--- src/sv/nn_downscale_threshold_bitpack_macros.svh ---
// Assertion macros shared by the downscale/binarize block.
// Expects clk and rst (synchronous, active high) in the using scope.
`ifndef NN_DOWNSCALE_THRESHOLD_BITPACK_MACROS_SVH
`define NN_DOWNSCALE_THRESHOLD_BITPACK_MACROS_SVH

// Same-cycle implication.
`define NNDS_ASSERT_NOW(lbl, ante, cons, msg) \
  lbl: assert property (@(posedge clk) disable iff (rst) (ante) |-> (cons)) \
    else $error(msg);

// Next-cycle implication.
`define NNDS_ASSERT_NEXT(lbl, ante, cons, msg) \
  lbl: assert property (@(posedge clk) disable iff (rst) (ante) |=> (cons)) \
    else $error(msg);

`endif

--- src/sv/nnds_pkg.sv ---
// Package for the downscale/binarize/bit-pack block: sizes, widths, types.
// No dependencies.
package nnds_pkg;

  localparam int SRC_WIDTH     = 320;
  localparam int SRC_HEIGHT    = 240;
  localparam int OUT_WIDTH     = 128;
  localparam int OUT_HEIGHT    = 64;
  localparam int BYTES_PER_ROW = (OUT_WIDTH + 7) / 8;

  // field widths
  localparam int PIX_W    = 8;
  localparam int THR_W    = 8;
  localparam int ROFF_W   = 6;
  localparam int INDEX_W  = 10;

  // counter widths
  localparam int SRC_COL_W  = $clog2(SRC_WIDTH + 1);
  localparam int SRC_ROW_W  = $clog2(SRC_HEIGHT + 1);
  localparam int OUT_COL_W  = $clog2(OUT_WIDTH + 1);
  localparam int OUT_ROW_W  = $clog2(OUT_HEIGHT + 1);
  localparam int COL_HALF_W = $clog2(5 * OUT_WIDTH + 8);
  localparam int ROW_HALF_W = $clog2(2 * SRC_HEIGHT + 5 * (1 << ROFF_W) + 8);

  // register map
  localparam int APB_ADDR_W = 3;
  localparam int APB_DATA_W = 32;
  localparam logic REG_THRESHOLD  = 1'b0;
  localparam logic REG_ROW_OFFSET = 1'b1;

  localparam logic [THR_W-1:0]  THRESHOLD_RST  = THR_W'(120);
  localparam logic [ROFF_W-1:0] ROW_OFFSET_RST = ROFF_W'(16);

  typedef struct packed {
    logic [THR_W-1:0]  threshold;
    logic [ROFF_W-1:0] row_offset;
  } cfg_t;

  typedef struct packed {
    logic [PIX_W-1:0] pixel;
    logic             frame_start;
  } item_t;

  typedef struct packed {
    logic [7:0]         bitmap_byte;
    logic [INDEX_W-1:0] byte_index;
    logic               last;
  } result_t;

endpackage

--- src/sv/nnds_regs.sv ---
// APB configuration registers: threshold and row offset.
// Depends on nnds_pkg.
module nnds_regs import nnds_pkg::*; (
  input  logic                  clk,
  input  logic                  rst,
  input  logic                  psel,
  input  logic                  penable,
  input  logic                  pwrite,
  input  logic [APB_ADDR_W-1:0] paddr,
  input  logic [APB_DATA_W-1:0] pwdata,
  output logic [APB_DATA_W-1:0] prdata,
  output logic                  pready,
  output cfg_t                  cfg
);

  logic wr_en;

  assign pready = 1'b1;
  assign wr_en  = psel && penable && pwrite;

  // word select on paddr[2]; byte offset bits ignored
  always_ff @(posedge clk) begin
    if (rst) begin
      cfg.threshold  <= THRESHOLD_RST;
      cfg.row_offset <= ROW_OFFSET_RST;
    end else if (wr_en) begin
      unique case (paddr[2])
        REG_THRESHOLD:  cfg.threshold  <= pwdata[THR_W-1:0];
        REG_ROW_OFFSET: cfg.row_offset <= pwdata[ROFF_W-1:0];
        default: ;
      endcase
    end
  end

  always_comb begin
    unique case (paddr[2])
      REG_THRESHOLD:  prdata = APB_DATA_W'(cfg.threshold);
      REG_ROW_OFFSET: prdata = APB_DATA_W'(cfg.row_offset);
      default:        prdata = '0;
    endcase
  end

endmodule

--- src/sv/nnds_scan.sv ---
// Raster counters, nearest-neighbor sample pick, threshold and bit packing.
// Depends on nnds_pkg.
module nnds_scan import nnds_pkg::*; (
  input  logic    clk,
  input  logic    rst,
  input  logic    advance,   // registered word consumed this cycle
  input  item_t   item,
  input  cfg_t    cfg,
  output logic    emit,
  output result_t result
);

  logic [SRC_COL_W-1:0]  src_col,       src_col_next;
  logic [SRC_ROW_W-1:0]  src_row,       src_row_next;
  logic [COL_HALF_W-1:0] next_col_half, next_col_half_next;
  logic [ROW_HALF_W-1:0] next_row_half, next_row_half_next;
  logic [OUT_COL_W-1:0]  out_col,       out_col_next;
  logic [OUT_ROW_W-1:0]  out_row,       out_row_next;
  logic [7:0]            pack_shift,    pack_shift_next;

  // effective state after an optional frame restart
  logic [SRC_COL_W-1:0]  e_src_col;
  logic [SRC_ROW_W-1:0]  e_src_row;
  logic [COL_HALF_W-1:0] e_col_half;
  logic [ROW_HALF_W-1:0] e_row_half;
  logic [OUT_COL_W-1:0]  e_out_col;
  logic [OUT_ROW_W-1:0]  e_out_row;
  logic [7:0]            e_pack;

  logic                  done, row_kept, take, pix_bit;
  logic [7:0]            pack_new;
  logic [OUT_COL_W-1:0]  col_new;
  logic [2:0]            filled;
  logic [SRC_COL_W-1:0]  src_col_inc;

  always_comb begin
    if (item.frame_start) begin
      e_src_col  = '0;
      e_src_row  = '0;
      e_col_half = '0;
      e_row_half = ROW_HALF_W'(cfg.row_offset) * ROW_HALF_W'(5);
      e_out_col  = '0;
      e_out_row  = '0;
      e_pack     = '0;
    end else begin
      e_src_col  = src_col;
      e_src_row  = src_row;
      e_col_half = next_col_half;
      e_row_half = next_row_half;
      e_out_col  = out_col;
      e_out_row  = out_row;
      e_pack     = pack_shift;
    end

    done     = (e_out_row >= OUT_ROW_W'(OUT_HEIGHT)) || (e_src_row >= SRC_ROW_W'(SRC_HEIGHT));
    row_kept = (ROW_HALF_W'(e_src_row) == (e_row_half >> 1));
    take     = !done && row_kept && (e_out_col < OUT_COL_W'(OUT_WIDTH))
               && (COL_HALF_W'(e_src_col) == (e_col_half >> 1));
    pix_bit  = (item.pixel >= cfg.threshold);

    pack_new = take ? {e_pack[6:0], pix_bit} : e_pack;
    col_new  = take ? e_out_col + OUT_COL_W'(1) : e_out_col;
    filled   = col_new[2:0];
    emit     = take && ((filled == 3'd0) || (col_new == OUT_COL_W'(OUT_WIDTH)));

    // left-align a short final byte: shift by (8 - filled) mod 8
    result.bitmap_byte = pack_new << (3'd0 - filled);
    result.byte_index  = INDEX_W'(e_out_row * BYTES_PER_ROW) + INDEX_W'(e_out_col >> 3);
    result.last        = (e_out_row == OUT_ROW_W'(OUT_HEIGHT - 1))
                         && (col_new == OUT_COL_W'(OUT_WIDTH));

    src_col_inc = e_src_col + SRC_COL_W'(1);

    src_col_next       = e_src_col;
    src_row_next       = e_src_row;
    next_col_half_next = e_col_half;
    next_row_half_next = e_row_half;
    out_col_next       = e_out_col;
    out_row_next       = e_out_row;
    pack_shift_next    = e_pack;

    if (!done) begin
      out_col_next       = col_new;
      next_col_half_next = take ? e_col_half + COL_HALF_W'(5) : e_col_half;
      pack_shift_next    = emit ? 8'd0 : pack_new;
      src_col_next       = src_col_inc;
      if (src_col_inc >= SRC_COL_W'(SRC_WIDTH)) begin
        // end of source line: partial bits dropped
        src_col_next       = '0;
        next_col_half_next = '0;
        out_col_next       = '0;
        pack_shift_next    = '0;
        src_row_next       = e_src_row + SRC_ROW_W'(1);
        if (row_kept) begin
          out_row_next       = e_out_row + OUT_ROW_W'(1);
          next_row_half_next = e_row_half + ROW_HALF_W'(5);
        end
      end
    end
  end

  always_ff @(posedge clk) begin
    if (rst) begin
      src_col       <= '0;
      src_row       <= '0;
      next_col_half <= '0;
      next_row_half <= ROW_HALF_W'(ROW_OFFSET_RST) * ROW_HALF_W'(5);
      out_col       <= '0;
      out_row       <= '0;
      pack_shift    <= '0;
    end else if (advance) begin
      src_col       <= src_col_next;
      src_row       <= src_row_next;
      next_col_half <= next_col_half_next;
      next_row_half <= next_row_half_next;
      out_col       <= out_col_next;
      out_row       <= out_row_next;
      pack_shift    <= pack_shift_next;
    end
  end

endmodule

--- src/sv/nn_downscale_threshold_bitpack.sv ---
// Top level: nearest-neighbor 2.5x downscale, threshold, MSB-first bit packing.
// Depends on nnds_pkg, nnds_regs, nnds_scan and the assertion macro header.
//
//  channel   dir  handshake                 payload
//  pixel     in   pix_valid / pix_ready     pixel[7:0], frame_start
//  byte      out  byte_valid / byte_ready   bitmap_byte[7:0], byte_index[9:0], last
//  config    in   APB psel/penable/pwrite   paddr[2:0], pwdata[31:0] -> prdata
//
// One pixel word per clock, sustained while the byte output is not stalled;
// byte_valid rises once the pixel that completes a byte has passed the input
// register and then the counter/threshold/pack logic into the output register.
// The single raster-counter update per cycle sets that rate.
// Reset (rst, synchronous) clears both pipeline valids and puts the counters at
// the start of a frame with the reset row offset; no clearing pass.
// A stalled byte output holds its register; the input register still takes a
// word while its slot frees in the same cycle the output is drained.
`include "nn_downscale_threshold_bitpack_macros.svh"

module nn_downscale_threshold_bitpack import nnds_pkg::*; (
  input  logic                  clk,
  input  logic                  rst,
  // APB configuration
  input  logic                  psel,
  input  logic                  penable,
  input  logic                  pwrite,
  input  logic [APB_ADDR_W-1:0] paddr,
  input  logic [APB_DATA_W-1:0] pwdata,
  output logic [APB_DATA_W-1:0] prdata,
  output logic                  pready,
  // pixel word in
  input  logic                  pix_valid,
  output logic                  pix_ready,
  input  logic [PIX_W-1:0]      pixel,
  input  logic                  frame_start,
  // packed byte word out
  output logic                  byte_valid,
  input  logic                  byte_ready,
  output logic [7:0]            bitmap_byte,
  output logic [INDEX_W-1:0]    byte_index,
  output logic                  last
);

  cfg_t    cfg;
  item_t   s1_item;
  logic    s1_valid;
  logic    advance;
  logic    emit;
  result_t result;
  result_t out_reg;

  nnds_regs u_regs (
    .clk     (clk),
    .rst     (rst),
    .psel    (psel),
    .penable (penable),
    .pwrite  (pwrite),
    .paddr   (paddr),
    .pwdata  (pwdata),
    .prdata  (prdata),
    .pready  (pready),
    .cfg     (cfg)
  );

  // Stage 1 word moves on whenever the output register is free or draining.
  assign advance   = s1_valid && (!byte_valid || byte_ready);
  assign pix_ready = !s1_valid || advance;

  always_ff @(posedge clk) begin
    if (rst) begin
      s1_valid <= 1'b0;
    end else if (pix_ready) begin
      s1_valid <= pix_valid;
    end
  end

  always_ff @(posedge clk) begin
    if (pix_valid && pix_ready) begin
      s1_item.pixel       <= pixel;
      s1_item.frame_start <= frame_start;
    end
  end

  nnds_scan u_scan (
    .clk     (clk),
    .rst     (rst),
    .advance (advance),
    .item    (s1_item),
    .cfg     (cfg),
    .emit    (emit),
    .result  (result)
  );

  // Output register: loaded by a word that yields a byte, cleared when drained.
  always_ff @(posedge clk) begin
    if (rst) begin
      byte_valid <= 1'b0;
    end else if (advance) begin
      byte_valid <= emit;
    end else if (byte_ready) begin
      byte_valid <= 1'b0;
    end
  end

  always_ff @(posedge clk) begin
    if (advance && emit) begin
      out_reg <= result;
    end
  end

  assign bitmap_byte = out_reg.bitmap_byte;
  assign byte_index  = out_reg.byte_index;
  assign last        = out_reg.last;

  // The final byte of a frame always sits at the top index.
  `NNDS_ASSERT_NOW(a_last_index, byte_valid && last,
    byte_index == INDEX_W'(OUT_HEIGHT * BYTES_PER_ROW - 1), "last byte at wrong index")
  // A consumed word that packs a byte shows up at the output next cycle.
  `NNDS_ASSERT_NEXT(a_emit_shows, advance && emit, byte_valid, "packed byte lost")
  // A held stage-1 word keeps its pixel until it moves on.
  `NNDS_ASSERT_NEXT(a_s1_hold, s1_valid && !advance,
    s1_valid && $stable(s1_item), "stage-1 word changed while stalled")

endmodule

--- config.mk ---
export PLATFORM = sky130hd
export DESIGN_NAME = nn_downscale_threshold_bitpack
export DESIGN_NICKNAME = d
export VERILOG_FILES = /design/src/sv/nnds_pkg.sv /design/src/sv/nnds_regs.sv /design/src/sv/nnds_scan.sv /design/src/sv/nn_downscale_threshold_bitpack.sv
export VERILOG_INCLUDE_DIRS = /design/src /design/src/sv
export SDC_FILE = /design/constraint.sdc
export NUM_CORES = 1
export LEC_CHECK = 0
export BUFFER_PORTS_ARGS = -buffer_cell sky130_fd_sc_hd__buf_2
export CORE_MARGIN = 2
export CORE_UTILIZATION = 53
export DETAILED_ROUTE_END_ITERATION = 10
export PLACE_DENSITY = 0.85
export SYNTH_ARGS = -nofsm -noshare
export SYNTH_HDL_FRONTEND = slang
export SYNTH_SLANG_ARGS = --single-unit
--- constraint.sdc ---
create_clock -name clk -period 4.6 [get_ports clk]
set_input_delay 0 -clock clk [delete_from_list [all_inputs] [get_ports clk]]
set_output_delay 0 -clock clk [all_outputs]
set_load 0.1 [all_outputs]
==> impl_summary.md, run 1 <==
Routing
The detailed router finished its first iteration with 606 violations. For this block, the routed nets add up to 15,400 um of wire. The number of optimization iterations in the first detailed-route pass is 5. The detailed router used layers up to and including met4. The detail route stage leaves a number of antenna-violating nets equal to 0. The number of DRC violations after detailed routing is 0. The vias after detailed routing is 5,749.

The wire length on met2 is 7420 um. The average wire length per cell after detail routing is 16.1 um. The detail-routed via count per cell is 5.98. The total routed wire length on the met1 layer is 6700 um. The met3 wire length is 959 um.

Global route
The number of antenna violations at the first check in global routing is 0. Entering global routing, the biggest net connects 57 pins. The first global-routing pass estimated 25,500 um of wire. Global routing consumed, over all layers together, 24.3% of the routing resources. The number of global-route vias before repair is 5,457. Global routing finished with a remaining overflow of 0.

Timing
The routed design could run at a clock period as short as 4.22 ns. Headroom to the max-slew limit came out at 36.2%. The count of final setup violators is 0. The number of max-slew violations in the final report came to 0. The post-route fraction of the period consumed by the critical path is 91.7%. The maximum clock frequency is 0.237 GHz. The transition time at the pin with the least slew margin is 0.954 ns. Once routing completed, OpenROAD measured the worst setup slack at 0.382 ns. The count of endpoints failing hold in the final timing report was 0. The accumulated negative setup slack is 0 ns. Setup repair after global routing left no endpoint under its margin. On the final layout, the worst clock skew is 0.00910 ns.

Synth
The number of distinct library cell variants in the gate-level netlist after synthesis is 69. Synthesis handed over a netlist of 756 instances. Sequential elements use 37.1% of the synthesized area.

For this run, the number of Yosys warnings is 0. The async set or reset register ratio after synthesis is 0%. In the synthesized netlist the dominant register cell turns out to be sky130_fd_sc_hd__dfxtp_1. The post-synthesis area per instance is 8.42 um^2.

By area the synthesized netlist is led by sky130_fd_sc_hd__dfxtp_1 (24%), sky130_fd_sc_hd__edfxtp_1 (13%), sky130_fd_sc_hd__ha_1 (5.3%), sky130_fd_sc_hd__nor2_1 (4.6%), sky130_fd_sc_hd__a21oi_1 (3.8%). Yosys mapped a number of flops with a built-in enable equal to 28. Summed over all instances, the cell type with the most area after synthesis is sky130_fd_sc_hd__dfxtp_1.

The synthesized netlist occupies a cell area of 6360 um^2. The synthesized design contains 104 register bits. The share of synthesized area in the top cell type comes to 23.9%.

Floorplan
The die is 114 um wide. The standard-cell row count is 40. The die covers 12,900 um^2. The placeable core region is 11,900 um^2. 105 I/O pins were placed. For this configuration, the core starts out at a cell density of 53.6%. The die is 114 um tall.

Setup path
The worst setup path is captured at a flip-flop. In this run the register-to-register setup slack is 0.38 ns. The critical-path maximum fanout is 10.

STA classifies the critical path startpoint as a flip-flop. The cell depth of the worst flop-to-flop path is 13. The capture instance of the worst register-to-register path is bitmap_byte[7]. The data arrival time of the critical path is 4.42 ns. The critical path is of the reg -> reg type. The worst flop-to-flop path startpoint is u_regs.cfg[1]. The data required time of the critical path is 4.80 ns.

Layout
The final layout net count is 888. The library cell used most frequently in the layout, excluding fill and tap cells, is sky130_fd_sc_hd__nor2_1. The area taken by flip-flops and latches is 2360 um^2. The fraction of final layout cells sized beyond drive strength 1 is 12.5%. The top cell types in the final layout, fill and taps aside, are sky130_fd_sc_hd__nor2_1 (78), sky130_fd_sc_hd__dfxtp_1 (76), sky130_fd_sc_hd__nand2_1 (64). The layout overhead on the synthesized area is 12.3%. The multi-input combinational cell area is 3600 um^2. The repair_antennas step left the layout with diodes totalling 0.

The count of fill cells added during filler insertion is 1,015.

Place
The post-DP HPWL is 10,500 um. The number of buffers inserted by port buffering is 53. The global placement routability congestion is 0.917. Before CTS, the worst setup slack after placement is 0.466 ns.

Clock network
After clock tree synthesis, the clock-pin slew on the worst setup and hold paths is 0.07 ns. Counting the buffers created by CTS gives 9. The cell sitting at the root of the clock tree is a sky130_fd_sc_hd__clkbuf_16.

The clock passes through at most 2 buffers. Clock tree synthesis found a total of 104 sinks. Clock latency on the worst-skew pair, taken at its later pin, is 0.36 ns.

The clock tree from TritonCTS is done. The clock tree synthesis step divided the H-tree into 3 levels.

Pwr
The worst IR drop on VDD is 276 uV. The power density over the cells is 281 nW/um^2. For this design the static power due to leakage is 2.76 nW.

Worst hold path
The worst hold path terminates at u_regs.cfg[4]. The startpoint of the tightest hold check path is rst. The tightest min-delay check is of the in -> reg type. The cell count of the worst hold path is 3.

Flow run
Across the run, the number of max-cap violations was 0.

Status
The flow ran to the end, and the final reports show no timing, DRC or antenna violations.
[synthesized netlist by cell type (8+ instances only)]
master                     count
sky130_fd_sc_hd__xor2_1        9
sky130_fd_sc_hd__o211ai_1     11
sky130_fd_sc_hd__nor2_1       78
sky130_fd_sc_hd__or3_1         8
sky130_fd_sc_hd__mux2i_1      15
sky130_fd_sc_hd__dfxtp_1      76
sky130_fd_sc_hd__xnor2_1      20
sky130_fd_sc_hd__nor3_1       20
sky130_fd_sc_hd__clkbuf_1     36
sky130_fd_sc_hd__a31oi_1       8
sky130_fd_sc_hd__nand3_1      23
sky130_fd_sc_hd__buf_4        25
sky130_fd_sc_hd__nand2_1      64
sky130_fd_sc_hd__edfxtp_1     28
sky130_fd_sc_hd__a22o_1       11
sky130_fd_sc_hd__and2_1        9
sky130_fd_sc_hd__and3_1       10
sky130_fd_sc_hd__o21ai_0      38
sky130_fd_sc_hd__ha_1         27
sky130_fd_sc_hd__nor2b_1      22
sky130_fd_sc_hd__nand4_1      16
sky130_fd_sc_hd__nand2b_1      9
sky130_fd_sc_hd__inv_1        34
sky130_fd_sc_hd__a21oi_1      48
[through the flow]
stage          hold slack, ns  power [mW]  std cells  utilization, %  cell area, um^2
2_1_floorplan          0.0989        1.22        779               -             6450
3_3_place_gp            0.177        1.24        925            56.1             6650
4_1_cts                 0.123        2.01        961            60.2             7140
6_report                0.129        2.01        961            60.2             7140
5_1_grt                 0.189        2.07        961            60.2             7140
3_5_place_dp            0.179        1.25        925            56.1             6650
[power by group]
part	total [mW]	internal [mW]	switching, mW
combinational	0.280	0.0639	0.216
sequential	0.965	0.951	0.0142
clock	0.760	0.416	0.345
total	2.01	1.43	0.575
[logic make-up after synthesis]
| group | share of synthesized area [%] |
|---|---|
| other cells | 0.118 |
| compound gates | 18.5 |
| simple gates | 23.3 |
| mux | 3.60 |
| flops | 37.1 |
| fa+ha+maj | 5.62 |
| buf+inv | 7.69 |
| xor+xnor | 3.99 |
[layout make-up]
cell class | instances | area share (%)
Sequential cell | 104 | 33.1
Inverter | 34 | 1.79
Multi-Input combinational cell | 572 | 50.4
Tap cell | 147 | 2.58
Timing Repair Buffer | 88 | 8.09
Clock inverter | 4 | 0.350
Clock buffer | 12 | 3.75
[worst max-delay path: stages (launching register included)]
cell and delay, ns:
sky130_fd_sc_hd__dfxtp_1 0.44, sky130_fd_sc_hd__ha_1 0.27, sky130_fd_sc_hd__ha_1 0.23, sky130_fd_sc_hd__fa_1 0.42
sky130_fd_sc_hd__xnor2_1 0.34, sky130_fd_sc_hd__a21oi_1 0.19, sky130_fd_sc_hd__nor4_4 0.32, sky130_fd_sc_hd__nand2_1 0.26
sky130_fd_sc_hd__mux2i_1 0.21, sky130_fd_sc_hd__ha_1 0.23, sky130_fd_sc_hd__ha_1 0.46, sky130_fd_sc_hd__inv_1 0.18
sky130_fd_sc_hd__or2_2 0.33, sky130_fd_sc_hd__a32oi_1 0.19
[flip-flops by register name (all words and copies together), names as in the netlist]
name / count
u_regs.cfg: 14
byte_index: 10
u_scan.next_col_half: 10
u_scan.next_row_half: 10
s1_item: 9
u_scan.src_col: 9
bitmap_byte: 8
u_scan.out_col: 8
u_scan.pack_shift: 8
u_scan.src_row: 8
u_scan.out_row: 7
byte_valid: 1
last: 1
s1_valid: 1
[layer usage]
metal	up-vias	GRT usage (%)
met1	2713	30.2
met2	224	41.2
met4	0	10.2
met5	-	0
met3	34	5.10
li1	2778	-
[timing repair]
| item | in CTS | in global routing |
|---|---|---|
| hold endpoints to repair | 25 | 0 |
| setup buffers | 0 | 0 |
| resized for setup | 0 | 0 |
| hold buffers | 20 | 0 |
[worst max-delay path by stage]
stage / startpoint / to / slack (ns) / cells after the start
floorplan: u_regs.cfg[1] / bitmap_byte[7] / 0.47 / 17
global placement: u_regs.cfg[1] / bitmap_byte[7] / 0.54 / 14
detailed placement: u_regs.cfg[1] / bitmap_byte[7] / 0.47 / 14
CTS: u_regs.cfg[1] / bitmap_byte[7] / 0.45 / 14
global route: u_regs.cfg[1] / bitmap_byte[6] / 0.08 / 15
finish: u_regs.cfg[1] / bitmap_byte[7] / 0.38 / 13
Power figures use the tool's default switching activity.
==> inputs of run 2 (changes only) <==
--- a/config.mk
+++ b/config.mk
@@ -8,9 +8,9 @@
 export LEC_CHECK = 0
 export BUFFER_PORTS_ARGS = -buffer_cell sky130_fd_sc_hd__buf_2
 export CORE_MARGIN = 2
-export CORE_UTILIZATION = 53
+export CORE_UTILIZATION = 57
 export DETAILED_ROUTE_END_ITERATION = 10
-export PLACE_DENSITY = 0.85
+export PLACE_DENSITY = 0.9
 export SYNTH_ARGS = -nofsm -noshare
 export SYNTH_HDL_FRONTEND = slang
 export SYNTH_SLANG_ARGS = --single-unit
==> run 2 against run 1 <==
Maximum frequency is 0.44% lower. Die area fell by 6.8%. Total power is 6.5% lower. Combinational power increased by 1%. Sequential power is essentially flat. Global-route usage grew 3.0 points. Clock skew rose by 0.0072 ns. Sequential share of layout area increased by 0.37 points. Critical path depth increased by 1. Highest routed layer unchanged.
==> impl_summary.md, run 2 (same netlist as run 1, synthesis figures left out) <==
Timing
The minimum clock period came to 4.24 ns (+0.0186 ns). The post-route fraction of the period consumed by the critical path was 92.1% (+0.40 points). The count of final setup violators is 0 (unchanged). The number of max-slew violations in the final report is 0 (unchanged). The maximum clock frequency is 0.236 GHz (-0.44%). The final worst setup slack is 0.364 ns (-0.0186 ns). The worst clock skew is 0.0163 ns (+0.00716 ns). The count of endpoints failing hold in the final timing report was 0 (unchanged). The transition time at the pin with the least slew margin is 0.995 ns (+0.0416 ns). Setup repair after global routing left no endpoint under its margin. The headroom to the max-slew limit is 33.4% (-2.8 points). The accumulated negative setup slack is 0 ns (unchanged).

Layout
Counting flops per register, the top entry is u_regs.cfg. The number of flip-flops in the largest register is 14 (unchanged). The top cell types in the final layout, fill and taps aside, are sky130_fd_sc_hd__nor2_1 (78), sky130_fd_sc_hd__dfxtp_1 (76), sky130_fd_sc_hd__nand2_1 (64). The fraction of final layout cells sized beyond drive strength 1 is 12.5% (-0.015 points). The library cell used most frequently in the layout, excluding fill and tap cells, is sky130_fd_sc_hd__nor2_1. The layout overhead on the synthesized area is 11.0%. The final layout net count came to 889 (+0.11%). The share of the core filled with cells was 64.9% (+4.7 points).

Routing
The vias after detailed routing is 5,819 (+1.2%). The detail-routed via count per cell is 6.09 (+1.7%). The number of nets with antenna violations after routing was 0 (unchanged).

The DRC violation total after the first TritonRoute iteration is 538 (-11%). The number of DRC violations after detailed routing came to 0 (unchanged). The detailed-route wire length is 15,800 um (+2.4%). The number of optimization iterations in the first detailed-route pass is 5 (unchanged).

The average wire length per cell after detail routing was 16.5 um (+3.0%).

Global route
The overflow left after global routing was 0 (unchanged). The global-route usage over all layers was 27.3% (+3.0 points). The largest net degree at the start of global routing is 57 (unchanged). The number of antenna violations at the first check in global routing is 1 (+1).

The global-route wire length before repair is 26,000 um (+1.8%). The number of global-route vias before repair is 5,371 (-1.6%).

Status
The run finished with clean final reports.

Setup path
STA classifies the critical path startpoint as a flip-flop. The classification of the worst setup path is reg -> reg. The critical-path maximum fanout is 10 (unchanged). The data required time of the critical path came to 4.83 ns (+0.03 ns). The data arrival time of the critical path is 4.46 ns (+0.04 ns).

The worst setup path is captured at a flip-flop.

Flow run
The number of maximum-capacitance constraint violations came to 0 (unchanged).

Clock network
The number of sinks driven by the clock tree was 104 (unchanged). The worst-skew pair later-pin latency is 0.38 ns (+0.02 ns). The number of gates given a new drive strength after cts is 0 (unchanged). The CTS buffer count is 9 (unchanged).

The number of buffers inserted to repair setup after CTS is 0 (unchanged). The cell at the root of the clock tree is sky130_fd_sc_hd__clkbuf_8. The clock tree from TritonCTS is done.

The number of H-tree branching levels is 3 (unchanged). The number of buffers on the longest clock path is 2 (unchanged). The CTS clock-pin slew for the worst setup and hold paths is 0.10 ns (+0.03 ns).

The hold buffer count at cts is 20 (unchanged).

Floorplan
The count of boundary I/O pins is 105 (unchanged). The chip width is 110 um (-3.4%). The placeable core region is 10,900 um^2 (-8.2%). The die outline area is 12,000 um^2 (-6.8%). The initial core utilization is 58.4% (+4.8 points). The vertical extent of the die is 110 um (-3.4%). The standard-cell row count is 38 (-5.0%).

Place
The number of buffers inserted by port buffering came to 53 (unchanged). The pre-CTS setup slack is 0.477 ns (+0.0104 ns). The global placement routability congestion is 0.906 (-1.3%).

The post-DP HPWL came to 10,300 um (-1.9%).

Pwr
The power density over the cells was 265 nW/um^2 (-5.5%). The leakage power total is 2.72 nW (-1.4%). The worst IR drop on VDD came to 344 uV (+24%).

Worst hold path
The worst hold path belongs to the class in -> reg.
-- run 2: cell count changes in the layout (fill, tap and decap cells not counted) --
| cell | delta |
|---|---|
| sky130_fd_sc_hd__buf_4 | +1 |
| sky130_fd_sc_hd__clkinvlp_4 | +1 |
| sky130_fd_sc_hd__clkinv_4 | +1 |
| sky130_fd_sc_hd__clkinv_2 | -1 |
| sky130_fd_sc_hd__clkbuf_8 | +8 |
| sky130_fd_sc_hd__clkbuf_1 | +1 |
| sky130_fd_sc_hd__clkbuf_16 | -10 |
| sky130_fd_sc_hd__inv_6 | -1 |
| sky130_fd_sc_hd__bufinv_16 | +2 |
| sky130_fd_sc_hd__diode_2 | +1 |
| sky130_fd_sc_hd__inv_4 | -1 |
-- run 2: critical path, stage by stage (launching register included) --
cell	delay [ns]
sky130_fd_sc_hd__dfxtp_1	0.35
sky130_fd_sc_hd__ha_1	0.35
sky130_fd_sc_hd__ha_1	0.30
sky130_fd_sc_hd__a21o_1	0.22
sky130_fd_sc_hd__a2111oi_0	0.52
sky130_fd_sc_hd__nor4_1	0.18
sky130_fd_sc_hd__nor4_4	0.34
sky130_fd_sc_hd__nand2_1	0.25
sky130_fd_sc_hd__nor2_1	0.16
sky130_fd_sc_hd__nor2_1	0.05
sky130_fd_sc_hd__ha_1	0.22
sky130_fd_sc_hd__ha_1	0.47
sky130_fd_sc_hd__inv_1	0.17
sky130_fd_sc_hd__or2_2	0.32
sky130_fd_sc_hd__a32oi_1	0.19
-- run 2: path summary, 6_finish.rpt --
path	startpoint	to	slack (ns)	cells past startpoint
worst min register to register	u_scan.out_col[3]	u_scan.out_col[3]	0.45	2
worst max register to register	u_regs.cfg[2]	bitmap_byte[7]	0.36	14
worst min-delay path	rst	u_regs.cfg[4]	0.16	3
worst max-delay path	u_regs.cfg[2]	bitmap_byte[7]	0.36	14
-- run 2: cell type report --
| class | instances | area, um^2 |
|---|---|---|
| timing repair buffer | 89 | 586 |
| clock inverter | 5 | 81.3 |
| fill | 860 | 3820 |
| sequential | 104 | 2360 |
| antenna | 1 | 2.50 |
| tap | 140 | 175 |
| multi-input combinational | 572 | 3600 |
| inverter | 34 | 128 |
| clock buffer | 11 | 131 |
-- run 2: power breakdown --
part	switching [mW]	internal [mW]	total, mW
combinational	0.219	0.0651	0.284
clock	0.318	0.307	0.625
sequential	0.0143	0.951	0.965
-- run 2: metal layers --
layer,track usage [%],routed length [um]
met4,10.0,375
met5,0,0
met1,34.2,6320
met3,4.68,1220
met2,47.3,7900
-- run 2: stage by stage --
stage	power, mW	std cells	hold WS, ns	cell area [um^2]
floorplan	1.22	779	0.0989	6450
global placement	1.24	919	0.176	6650
detailed placement	1.25	919	0.178	6650
CTS	1.87	955	0.150	7060
global route	1.94	956	0.176	7060
finish	1.87	956	0.163	7060
